### src/rtl/core/bslpd_pkg.sv
// Shared types and constants for the button short/long press detector.
`default_nettype none

package bslpd_pkg;

   localparam int NUM_BUTTONS = 4;
   localparam int LEVELS_W    = 4;
   localparam int TIME_W      = 32;
   localparam int THRESH_W    = 16;
   localparam int BUTTON_W    = 2;
   localparam int CSR_IDX_W   = 1;
   localparam int CSR_DATA_W  = 16;

   // buttons past the levels field read as zero (pressed)
   localparam int LEVEL_EXT_W = (NUM_BUTTONS > LEVELS_W) ? NUM_BUTTONS : LEVELS_W;

   typedef logic [CSR_IDX_W-1:0] csr_idx_type;

   localparam csr_idx_type CSR_LONG_PRESS = 1'b0;
   localparam csr_idx_type CSR_SHORT_MIN  = 1'b1;

   localparam logic [THRESH_W-1:0] LONG_PRESS_RESET = 16'd600;
   localparam logic [THRESH_W-1:0] SHORT_MIN_RESET  = 16'd30;

   localparam logic KIND_SHORT = 1'b0;
   localparam logic KIND_LONG  = 1'b1;

   typedef struct packed {
      logic [THRESH_W-1:0] long_press_ms;
      logic [THRESH_W-1:0] short_min_ms;
   } cfg_type;

   typedef struct packed {
      logic                event_valid;
      logic [BUTTON_W-1:0] button;
      logic                event_kind;
   } evt_type;

endpackage

`default_nettype wire

### src/rtl/core/bslpd_req_if.sv
// Poll word channel: button levels and millisecond time.
`default_nettype none

interface bslpd_req_if
   import bslpd_pkg::*;
();
   logic                valid;
   logic                ready;
   logic [LEVELS_W-1:0] levels;
   logic [TIME_W-1:0]   now_ms;

   modport source (output valid, output levels, output now_ms, input ready);
   modport sink   (input valid, input levels, input now_ms, output ready);
endinterface

`default_nettype wire

### src/rtl/core/bslpd_rsp_if.sv
// Event word channel: one word per poll.
`default_nettype none

interface bslpd_rsp_if
   import bslpd_pkg::*;
();
   logic                valid;
   logic                ready;
   logic                event_valid;
   logic [BUTTON_W-1:0] button;
   logic                event_kind;

   modport source (output valid, output event_valid, output button, output event_kind,
                   input ready);
   modport sink   (input valid, input event_valid, input button, input event_kind,
                   output ready);
endinterface

`default_nettype wire

### src/rtl/core/bslpd_scan.sv
// Per-button press state and priority scan that picks the first event of a poll.
`default_nettype none

module bslpd_scan
   import bslpd_pkg::*;
(
   input  wire logic                clock,
   input  wire logic                reset,
   input  wire logic                advance,
   input  wire logic [LEVELS_W-1:0] levels,
   input  wire logic [TIME_W-1:0]   now_ms,
   input  wire cfg_type             cfg,
   output evt_type                  result
);

   logic [NUM_BUTTONS-1:0] last_level_ff, last_level_in;
   logic [NUM_BUTTONS-1:0] pressed_ff, pressed_in;
   logic [NUM_BUTTONS-1:0] long_rep_ff, long_rep_in;
   logic [TIME_W-1:0]      press_start_ff [NUM_BUTTONS];
   logic [TIME_W-1:0]      press_start_in [NUM_BUTTONS];

   logic [LEVEL_EXT_W-1:0] level_ext;
   logic [NUM_BUTTONS-1:0] lvl, start, long_hit, rel_hit, short_hit;
   logic [TIME_W-1:0]      held [NUM_BUTTONS];
   logic                   hit;

   assign level_ext = LEVEL_EXT_W'(levels);

   // independent per-button checks
   always_comb begin
      for (int i = 0; i < NUM_BUTTONS; i++) begin
         lvl[i]       = level_ext[i];
         start[i]     = !pressed_ff[i] && !lvl[i];
         held[i]      = start[i] ? '0 : (now_ms - press_start_ff[i]);
         long_hit[i]  = !lvl[i] && !(long_rep_ff[i] && !start[i])
                        && (held[i] >= TIME_W'(cfg.long_press_ms));
         rel_hit[i]   = pressed_ff[i] && lvl[i];
         short_hit[i] = !long_rep_ff[i] && (held[i] > TIME_W'(cfg.short_min_ms));
      end
   end

   // in-order scan; first event freezes the remaining buttons
   always_comb begin
      last_level_in  = last_level_ff;
      pressed_in     = pressed_ff;
      long_rep_in    = long_rep_ff;
      press_start_in = press_start_ff;
      result         = '0;
      hit            = 1'b0;
      for (int i = 0; i < NUM_BUTTONS; i++) begin
         if (!hit) begin
            if (lvl[i] != last_level_ff[i]) begin
               last_level_in[i] = lvl[i];
            end else begin
               if (start[i]) begin
                  pressed_in[i]     = 1'b1;
                  press_start_in[i] = now_ms;
                  long_rep_in[i]    = 1'b0;
               end
               if (long_hit[i]) begin
                  long_rep_in[i]     = 1'b1;
                  result.event_valid = 1'b1;
                  result.button      = BUTTON_W'(i);
                  result.event_kind  = KIND_LONG;
                  hit                = 1'b1;
               end else if (rel_hit[i]) begin
                  pressed_in[i] = 1'b0;
                  if (short_hit[i]) begin
                     result.event_valid = 1'b1;
                     result.button      = BUTTON_W'(i);
                     result.event_kind  = KIND_SHORT;
                     hit                = 1'b1;
                  end
               end
            end
         end
      end
   end

   always_ff @(posedge clock) begin
      if (reset) begin
         last_level_ff <= '1;
         pressed_ff    <= '0;
         long_rep_ff   <= '0;
         for (int i = 0; i < NUM_BUTTONS; i++) begin
            press_start_ff[i] <= '0;
         end
      end else if (advance) begin
         last_level_ff  <= last_level_in;
         pressed_ff     <= pressed_in;
         long_rep_ff    <= long_rep_in;
         press_start_ff <= press_start_in;
      end
   end

   // an event never comes from a button whose level just changed
   assert property (@(posedge clock) disable iff (reset)
      advance && result.event_valid
         |-> lvl[result.button] == last_level_ff[result.button])
      else $error("event from a button with a changing level");

   // a reported event needs some button pressed or starting a press
   assert property (@(posedge clock) disable iff (reset)
      result.event_valid |-> (pressed_ff | start) != '0)
      else $error("event without any press in progress");

   // scan state only moves when a word advances
   assert property (@(posedge clock) disable iff (reset)
      !$past(advance) && !$past(reset) |-> $stable(pressed_ff) && $stable(last_level_ff))
      else $error("button state changed without a poll");

endmodule

`default_nettype wire

### src/rtl/core/button_short_long_press_detector_core.sv
// Top level of the button short/long press detector.
// Usage:
//   req_ch carries one poll word per handshake: levels (bit i = button i,
//   1 released, 0 pressed) and now_ms, a free-running wrapping ms counter.
//   rsp_ch returns exactly one word per poll: event_valid, button and
//   event_kind (0 short, 1 long); a poll with no event gives all zeros.
//   csr_we/csr_index/csr_wdata write long_press_ms (index 0) and
//   short_min_ms (index 1); write only while no poll is in flight.
// Timing:
//   A poll lands in an input register, then the four button checks and the
//   first-event pick run combinationally into the output register, which
//   drives rsp_ch.valid and the event word; throughput is one word per
//   cycle while rsp_ch.ready stays high.
// Reset:
//   Synchronous, active high. Both registers go empty, thresholds return to
//   600 ms and 30 ms, all buttons read released with no press pending.
// Stall:
//   While rsp_ch.ready is low the result word holds; one more poll may sit
//   in the input register, after which req_ch.ready drops.
`default_nettype none

module button_short_long_press_detector_core
   import bslpd_pkg::*;
(
   input  wire logic                  clock,
   input  wire logic                  reset,
   bslpd_req_if.sink                  req_ch,
   bslpd_rsp_if.source                rsp_ch,
   input  wire logic                  csr_we,
   input  wire csr_idx_type           csr_index,
   input  wire logic [CSR_DATA_W-1:0] csr_wdata
);

   cfg_type             cfg_ff, cfg_in;

   logic                in_valid_ff, in_valid_in;
   logic [LEVELS_W-1:0] in_levels_ff;
   logic [TIME_W-1:0]   in_now_ff;

   logic                out_valid_ff, out_valid_in;
   evt_type             out_data_ff;
   evt_type             scan_result;

   logic                advance;
   logic                req_take;

   // input word moves on when the output register is free or draining
   assign advance  = in_valid_ff && (!out_valid_ff || rsp_ch.ready);
   assign req_take = req_ch.valid && req_ch.ready;

   assign req_ch.ready = !in_valid_ff || advance;

   assign in_valid_in  = req_take || (in_valid_ff && !advance);
   assign out_valid_in = advance || (out_valid_ff && !rsp_ch.ready);

   always_comb begin
      cfg_in = cfg_ff;
      if (csr_we) begin
         unique case (csr_index)
            CSR_LONG_PRESS: cfg_in.long_press_ms = THRESH_W'(csr_wdata);
            CSR_SHORT_MIN:  cfg_in.short_min_ms  = THRESH_W'(csr_wdata);
            default:        cfg_in = cfg_ff;
         endcase
      end
   end

   bslpd_scan u_scan (
      .clock   (clock),
      .reset   (reset),
      .advance (advance),
      .levels  (in_levels_ff),
      .now_ms  (in_now_ff),
      .cfg     (cfg_ff),
      .result  (scan_result)
   );

   always_ff @(posedge clock) begin
      if (reset) begin
         cfg_ff.long_press_ms <= LONG_PRESS_RESET;
         cfg_ff.short_min_ms  <= SHORT_MIN_RESET;
         in_valid_ff          <= 1'b0;
         out_valid_ff         <= 1'b0;
      end else begin
         cfg_ff       <= cfg_in;
         in_valid_ff  <= in_valid_in;
         out_valid_ff <= out_valid_in;
      end
   end

   // payload registers
   always_ff @(posedge clock) begin
      if (req_take) begin
         in_levels_ff <= req_ch.levels;
         in_now_ff    <= req_ch.now_ms;
      end
      if (advance) begin
         out_data_ff <= scan_result;
      end
   end

   assign rsp_ch.valid       = out_valid_ff;
   assign rsp_ch.event_valid = out_data_ff.event_valid;
   assign rsp_ch.button      = out_data_ff.button;
   assign rsp_ch.event_kind  = out_data_ff.event_kind;

   // every advanced word shows up as a result next cycle
   assert property (@(posedge clock) disable iff (reset)
      advance |=> out_valid_ff)
      else $error("advanced word lost before output");

   // a held input word with a stalled output blocks new polls
   assert property (@(posedge clock) disable iff (reset)
      (in_valid_ff && out_valid_ff && !rsp_ch.ready) |-> !req_ch.ready)
      else $error("poll accepted over a held word");

   // no-event words carry zero button and kind
   assert property (@(posedge clock) disable iff (reset)
      (out_valid_ff && !out_data_ff.event_valid)
         |-> (out_data_ff.button == '0) && (out_data_ff.event_kind == KIND_SHORT))
      else $error("no-event word with nonzero fields");

   // both stages come out of reset empty
   assert property (@(posedge clock)
      $past(reset) |-> !in_valid_ff && !out_valid_ff)
      else $error("pipeline not empty after reset");

endmodule

`default_nettype wire
### src/flat_wrapper.sv
// flat-port wrapper written by rule: the top's interface ports become plain ports
module button_short_long_press_detector_core_flat import bslpd_pkg::*;
  (clock, reset, csr_we, csr_index, csr_wdata, req_ch_valid, req_ch_levels, req_ch_now_ms, req_ch_ready, rsp_ch_valid, rsp_ch_event_valid, rsp_ch_button, rsp_ch_event_kind, rsp_ch_ready);
  bslpd_req_if req_ch_i ();
  bslpd_rsp_if rsp_ch_i ();
  input  wire logic clock;
  input  wire logic reset;
  input  wire logic csr_we;
  input  wire csr_idx_type csr_index;
  input  wire logic [CSR_DATA_W-1:0] csr_wdata;
  input wire logic [$bits(req_ch_i.valid)-1:0] req_ch_valid;
  input wire logic [$bits(req_ch_i.levels)-1:0] req_ch_levels;
  input wire logic [$bits(req_ch_i.now_ms)-1:0] req_ch_now_ms;
  output wire logic [$bits(req_ch_i.ready)-1:0] req_ch_ready;
  output wire logic [$bits(rsp_ch_i.valid)-1:0] rsp_ch_valid;
  output wire logic [$bits(rsp_ch_i.event_valid)-1:0] rsp_ch_event_valid;
  output wire logic [$bits(rsp_ch_i.button)-1:0] rsp_ch_button;
  output wire logic [$bits(rsp_ch_i.event_kind)-1:0] rsp_ch_event_kind;
  input wire logic [$bits(rsp_ch_i.ready)-1:0] rsp_ch_ready;
  assign req_ch_i.valid = req_ch_valid;
  assign req_ch_i.levels = req_ch_levels;
  assign req_ch_i.now_ms = req_ch_now_ms;
  assign req_ch_ready = req_ch_i.ready;
  assign rsp_ch_valid = rsp_ch_i.valid;
  assign rsp_ch_event_valid = rsp_ch_i.event_valid;
  assign rsp_ch_button = rsp_ch_i.button;
  assign rsp_ch_event_kind = rsp_ch_i.event_kind;
  assign rsp_ch_i.ready = rsp_ch_ready;
  button_short_long_press_detector_core u_core (.clock(clock), .reset(reset), .req_ch(req_ch_i), .rsp_ch(rsp_ch_i), .csr_we(csr_we), .csr_index(csr_index), .csr_wdata(csr_wdata));
endmodule
### config.mk
export PLATFORM = sky130hd
export DESIGN_NAME = button_short_long_press_detector_core_flat
export DESIGN_NICKNAME = d
export VERILOG_FILES = /design/src/rtl/core/bslpd_pkg.sv /design/src/rtl/core/bslpd_req_if.sv /design/src/rtl/core/bslpd_rsp_if.sv /design/src/rtl/core/bslpd_scan.sv /design/src/rtl/core/button_short_long_press_detector_core.sv /design/src/flat_wrapper.sv
export SDC_FILE = /design/constraint.sdc
export NUM_CORES = 1
export LEC_CHECK = 0
export BUFFER_PORTS_ARGS = -buffer_cell sky130_fd_sc_hd__buf_2
export CAP_MARGIN = 20
export CORE_ASPECT_RATIO = 0.9
export CORE_MARGIN = 2
export CORE_UTILIZATION = 58
export DETAILED_ROUTE_END_ITERATION = 6
export GPL_TIMING_DRIVEN = 0
export PLACE_DENSITY = 0.78
export SLEW_MARGIN = 25
export SYNTH_ARGS = -nofsm -noshare
export SYNTH_HDL_FRONTEND = slang
export SYNTH_SLANG_ARGS = --single-unit
### constraint.sdc
create_clock -name clock -period 4.5 [get_ports clock]
set_input_delay 0.675 -clock clock [delete_from_list [all_inputs] [get_ports clock]]
set_output_delay 0.675 -clock clock [all_outputs]
set_load 0.01 [all_outputs]
; ---- Word-level counts from Yosys, hierarchy flattened
; Cells that the tools add are included.
[word_totals]
ff_bits = 214
in_bits = 58
wordCells = 184
[classes]
add_sub_neg = 4
order_cmp = 8
n_eq_ne = 4
muxes = 57
bitwise = 8
reduce_logical = 78
[ops]
columns = op, n
row1 = 32-bit by 16-bit >= comparator with 1-bit output, 4
row2 = 32-bit by 16-bit > comparator with 1-bit output, 4
row3 = 32-bit two-way mux, 4
row4 = 32-bit subtractor, 4
row5 = 4-bit two-way mux, 19
row6 = 1-bit two-way mux, 34
row7 = 1-bit logical AND, 28
row8 = 1-bit logical NOT, 24
row9 = 3-bit AND reduction, 8
row10 = 4-bit AND reduction, 6
row11 = 1-bit inverter, 8
row12 = 2-bit AND reduction, 4
row13 = 2-bit nonzero test, 4
row14 = 1-bit logical OR, 4
row15 = 1-bit != test, 4

; ---- Longest topological paths before layout
[logic_depth]
word_depth = 24
depth_mapped = 25
depth_no_buf = 23

; ---- Modules after synthesis
; A second synthesis with hierarchy kept.
[unflattened]
cells_unflattened = 2456
hier_area_um2 = 19622.6
[by_module_without_submodules]
columns = module, n_inst, cells_per_inst, area_per_inst_um2
row1 = bslpd_scan, 1, 2278, 17008.8
row2 = button_short_long_press_detector_core, 1, 178, 2613.8

; ---- Worst setup path before layout
; No wires, ideal clock.
[synth_path]
path_kind = register to register
start = register u_core.in_now_ff[1]
end = register u_core.u_scan.press_start_ff[59] (netlist name)
t_arrival_ns = 4.733
t_required_ns = 4.413
slack_ns = -0.320
path_stages_with_launch = 20
cell_sequence = edfxtp_1 > ha_1 > nor2b_1 > o31a_1 > a211o_1 > a311o_1 > a31oi_1 > xor2_1 > nor2_1 > ha_1 > nand3_1 > or2_2 > nor4_1 > nor3_1 > a211oi_1 > o21ai_2 > buf_2 > buf_6 > or4_1 > o31ai_1
[synth_between]
elab_chain_len = 11
[synth_lines]
columns = item, line_no
row1 = start: declaration, button_short_long_press_detector_core.sv:38  ; logic [TIME_W-1:0] in_now_ff;
row2 = start signal: assignment, button_short_long_press_detector_core.sv:94  ; in_now_ff <= req_ch.now_ms;
row3 = 32-bit subtractor, bslpd_scan.sv:34  ; held[i] = start[i] ? '0 : (now_ms - press_start_ff[i]);
row4 = 32-bit two-way mux, bslpd_scan.sv:34
row5 = 32-bit by 16-bit > comparator with 1-bit output, bslpd_scan.sv:38  ; short_hit[i] = !long_rep_ff[i] && (held[i] > TIME_W'(cfg.short_min_ms));
row6 = 1-bit logical AND, bslpd_scan.sv:38
row7 = 1-bit two-way mux, bslpd_scan.sv:68  ; if (short_hit[i]) begin
row8 = 1-bit two-way mux, bslpd_scan.sv:66  ; end else if (rel_hit[i]) begin
row9 = 1-bit two-way mux, bslpd_scan.sv:60  ; if (long_hit[i]) begin
row10 = 1-bit two-way mux, bslpd_scan.sv:52  ; if (lvl[i] != last_level_ff[i]) begin
row11 = 1-bit two-way mux (*), bslpd_scan.sv:51  ; if (!hit) begin
row12 = 1-bit inverter (no line) (*), -
row13 = 4-bit AND reduction (no line) (*), -
row14 = end signal: assignment, bslpd_scan.sv:92  ; press_start_ff <= press_start_in;
row15 = end: declaration, bslpd_scan.sv:19  ; logic [TIME_W-1:0] press_start_ff [NUM_BUTTONS];
; Every way passes the cells marked *; elsewhere a longest branch is shown, timed or not.
; A chain may end at the register's enable or synchronous reset.

; ---- Worst setup path in the final report
[layout_path]
start = register u_core.in_now_ff[0]
end = register u_core.u_scan.press_start_ff[52] (netlist name)
; The elaborated chain is that of the path after synthesis.

==> results.sh <==
export IMPL_r2r_slack_ps=-640
export IMPL_rr_worst_depth=25
export IMPL_max_stage_delay_ps=550
export IMPL_synth_avg_cell_area_um2=7.738
export IMPL_yosysWarnings=0
export IMPL_met3_usage_pct=5.861
export IMPL_met1_usage_pct=50.83
export IMPL_final_core_util_pct=69.91
export IMPL_yosys_register_bits=214
export IMPL_worst_r2r_endpoint="u_core.u_scan.press_start_ff[52]"
export IMPL_yosysMostFrequentCell="nand2_1"
export IMPL_cts_root_buf="clkbuf_16"
export IMPL_synth_compound_area_share_pct=24.05
export IMPL_initial_core_util_pct=59.16
export IMPL_ios=64
export IMPL_crit_arrival_ps=5600
export IMPL_drive_above_1_share_pct=15.29
export IMPL_antenna_found_initial=0
export IMPL_drtPass1Iterations=5
export IMPL_grt_max_degree=24
export IMPL_holdBufCountCts=0
export IMPL_grtUsageTotal_pct=38.84
export IMPL_crit_type="register to register"
export IMPL_grt_overflow_total=0
export IMPL_synth_nets=2843
export IMPL_synth_common_cells="341 x nand2_1, 250 x ha_1, 226 x a21oi_1"
export IMPL_setup_worst_path_start_class="register"
export IMPL_skew_ps=19.11
export IMPL_synth_edff_count=40
export IMPL_required_ps=4960
export IMPL_synth_area_mux_share_pct=3.782
export IMPL_slew_headroom_pct=33.37
export IMPL_netlist_area_mm2=0.01959
export IMPL_vdd_ir_drop_max_v=0.0003158
export IMPL_syn_instance_count=2531
export IMPL_cts_sinks=214
export IMPL_yosysTopAreaCell="dfxtp_1"
export IMPL_crit_family="compound AO/OA/AOI/OAI gates"
export IMPL_crit_path_end_kind="register"
export IMPL_nets=3012
export IMPL_max_clock_path_buffers=3
export IMPL_status="complete, but fails checks"
export IMPL_chipWidth_um=197.7
export IMPL_rows=63
export IMPL_drv_slew=0
export IMPL_drt_iter0_drc=2036
export IMPL_drt_total_wl_um=70920
export IMPL_period_share_pct=114.2
export IMPL_ys_types=92
export IMPL_avgViaCountPerCell=6.615
export IMPL_synth_top_family_by_area="compound AO/OA/AOI/OAI gates"
export IMPL_hold_class="input pin to register"
export IMPL_whs_endpoint="u_core.in_now_ff[15]"
export IMPL_crit_path_max_fanout=6
export IMPL_yosys_top_cells_area="dfxtp_1 18%, ha_1 16%, nand2_1 6.5%"
export IMPL_crit_slowest_cell="or4_1"
export IMPL_num_antenna_cells=0
export IMPL_yosys_area_top_type_share_pct=17.79
export IMPL_yosys_area_share_simple_pct=21.85
export IMPL_hpwl_um=52210
export IMPL_async_flop_share_pct=0
export IMPL_fmax_mhz=194.6
export IMPL_worst_path_most_repeated_cell="a21o_1"
export IMPL_leakage_nw=9.362
export IMPL_gp_congestion=0.9861
export IMPL_antenna_left=0
export IMPL_use_met2_pct=62.13
export IMPL_rsz0062_at_grt="yes"
export IMPL_grt_pass1_wl_um=106800
export IMPL_fin_ws_ps=-639.0
export IMPL_die_h_um=178.3
export IMPL_synthAdderAreaFrac_pct=16.43
export IMPL_setup_viol=109
export IMPL_yosys_area_share_xor_xnor_pct=3.488
export IMPL_failed_checks="setup timing"
export IMPL_hold_depth=1
export IMPL_placeableCoreArea_mm2=0.03311
export IMPL_path_buf_inv=6
export IMPL_hold_violations=0
export IMPL_insertion_delay_ps=570
export IMPL_dieArea_mm2=0.03526
export IMPL_yosysSeqAreaShare_pct=23.92
export IMPL_port_buffers=62
export IMPL_worstMarginPinSlew_ps=974.2
export IMPL_min_delay_start="req_ch_now_ms[15]"
export IMPL_p_per_area_mw_per_mm2=269.3
export IMPL_cap_violations=0
export IMPL_fin_area_mm2=0.02315
export IMPL_drc=0
export IMPL_fin_crit_ps=5139
export IMPL_cts_htree_levels=1
export IMPL_num_vias=20780
export IMPL_placed_area_mm2=0.02056
export IMPL_cts_tree="yes"
export IMPL_busiest_layer="met2"
export IMPL_cts_inserted_buffers=26
export IMPL_path_clk_slew_ps=60
export IMPL_wl_per_cell_um=22.57
export IMPL_ys_flop_type="dfxtp_1"
export IMPL_area_growth_pct=18.18
export IMPL_grt_pass1_vias=19610
export IMPL_r2r_start="u_core.in_now_ff[0]"
placed cells by master (no fill, tap or decap), types with 14 or more instances in the layout:
cell and instances:
a211oi_1 26, a21o_1 53, a21oi_1 214, a21oi_2 14, and2_1 14, and3_1 21, buf_12 14, buf_2 77
buf_4 52, buf_6 24, clkbuf_1 79, clkbuf_16 28, dfxtp_1 174, edfxtp_1 40, ha_1 236, inv_1 191
mux2i_1 66, nand2_1 340, nand2b_1 23, nand3_1 45, nand4_1 46, nor2_1 188, nor2_2 18, nor2b_1 16
nor3_1 47, nor4_1 19, o211ai_1 37, o21a_1 29, o21ai_0 86, o31ai_1 24, or4_1 25, xnor2_1 43
xor2_1 28
repair_timing:
item                                   4_1_cts  5_1_grt
buffers inserted                            46       34
pin swaps                                   33       29
endpoints found under the hold margin        0        0
cloned                                       6        2
gates resized for setup                    110      120
setup endpoints to repair                  110      110
layer usage:
layer | up-vias | part of all wire (%)
met5 | - | 0
met4 | 0 | 6.3
met3 | 291 | 9.1
met2 | 1135 | 44
met1 | 9796 | 41
li1 | 9561 | -
stage by stage:
step                hold WS (ps)  total power [W]  cells  TNS, ps  worst slack (ps)
floorplan                  434.7         0.003270   2531    -2568            -55.25
global placement           442.4         0.003691   3015  -103240             -1120
detailed placement         447.4         0.003750   3016  -116590             -1230
CTS                        274.3         0.006061   3115   -36730            -485.1
global route               279.2         0.006466   3142   -69450            -761.3
finish                     280.8         0.006233   3142   -52100            -639.0
area by class of cell:
type | count | area, um^2
inverter | 193 | 732.0
buffer | 115 | 633.1
clock buffer | 35 | 777.0
sequential | 214 | 4684
timing repair buffer | 146 | 1164
fill | 2665 | 9961
multi-input combinational | 2004 | 14500
clock inverter | 13 | 132.6
tap | 422 | 528.0
power breakdown:
group | internal [W] | leakage [nW] | switching [W]
Sequential | 0.00201 | 1.80 | 0.0000823
Clock | 0.00129 | 0.444 | 0.000947
Combinational | 0.000745 | 7.12 | 0.00116
state kept, by name, summed over array words and instances (netlist names):
register and cells:
u_core.u_scan.press_start_ff 128, u_core.cfg_ff 32, u_core.in_now_ff 32, u_core.in_levels_ff 4, u_core.u_scan.last_level_ff 4, u_core.u_scan.long_rep_ff 4
u_core.u_scan.pressed_ff 4, u_core.rsp_ch.button 2, u_core.in_valid_ff 1, u_core.rsp_ch.event_kind 1, u_core.rsp_ch.event_valid 1, u_core.rsp_ch.valid 1
cell families after synthesis:
logic type / count (synthesis)
AO/OA/AOI/OAI: 702
XOR/XNOR: 78
adder cells (fa/ha/maj): 255
buffers and inverters: 313
flip-flops: 214
multiplexers: 73
AND/OR/NAND/NOR: 896
worst max-delay path by stage:
| stage | start | to | slack (ps) | cells past startpoint |
|---|---|---|---|---|
| global route | u_core.in_now_ff[0] | u_core.u_scan.press_start_ff[51] | -760 | 27 |
| global placement | u_core.in_now_ff[1] | u_core.u_scan.press_start_ff[60] | -1120 | 20 |
| floorplan | u_core.in_now_ff[1] | u_core.u_scan.press_start_ff[67] | -60 | 18 |
| CTS | u_core.in_now_ff[0] | u_core.u_scan.press_start_ff[38] | -490 | 27 |
| finish | u_core.in_now_ff[0] | u_core.u_scan.press_start_ff[52] | -640 | 25 |
| detailed placement | u_core.in_now_ff[1] | u_core.u_scan.press_start_ff[60] | -1230 | 20 |
(Power assumes the default switching activity.)
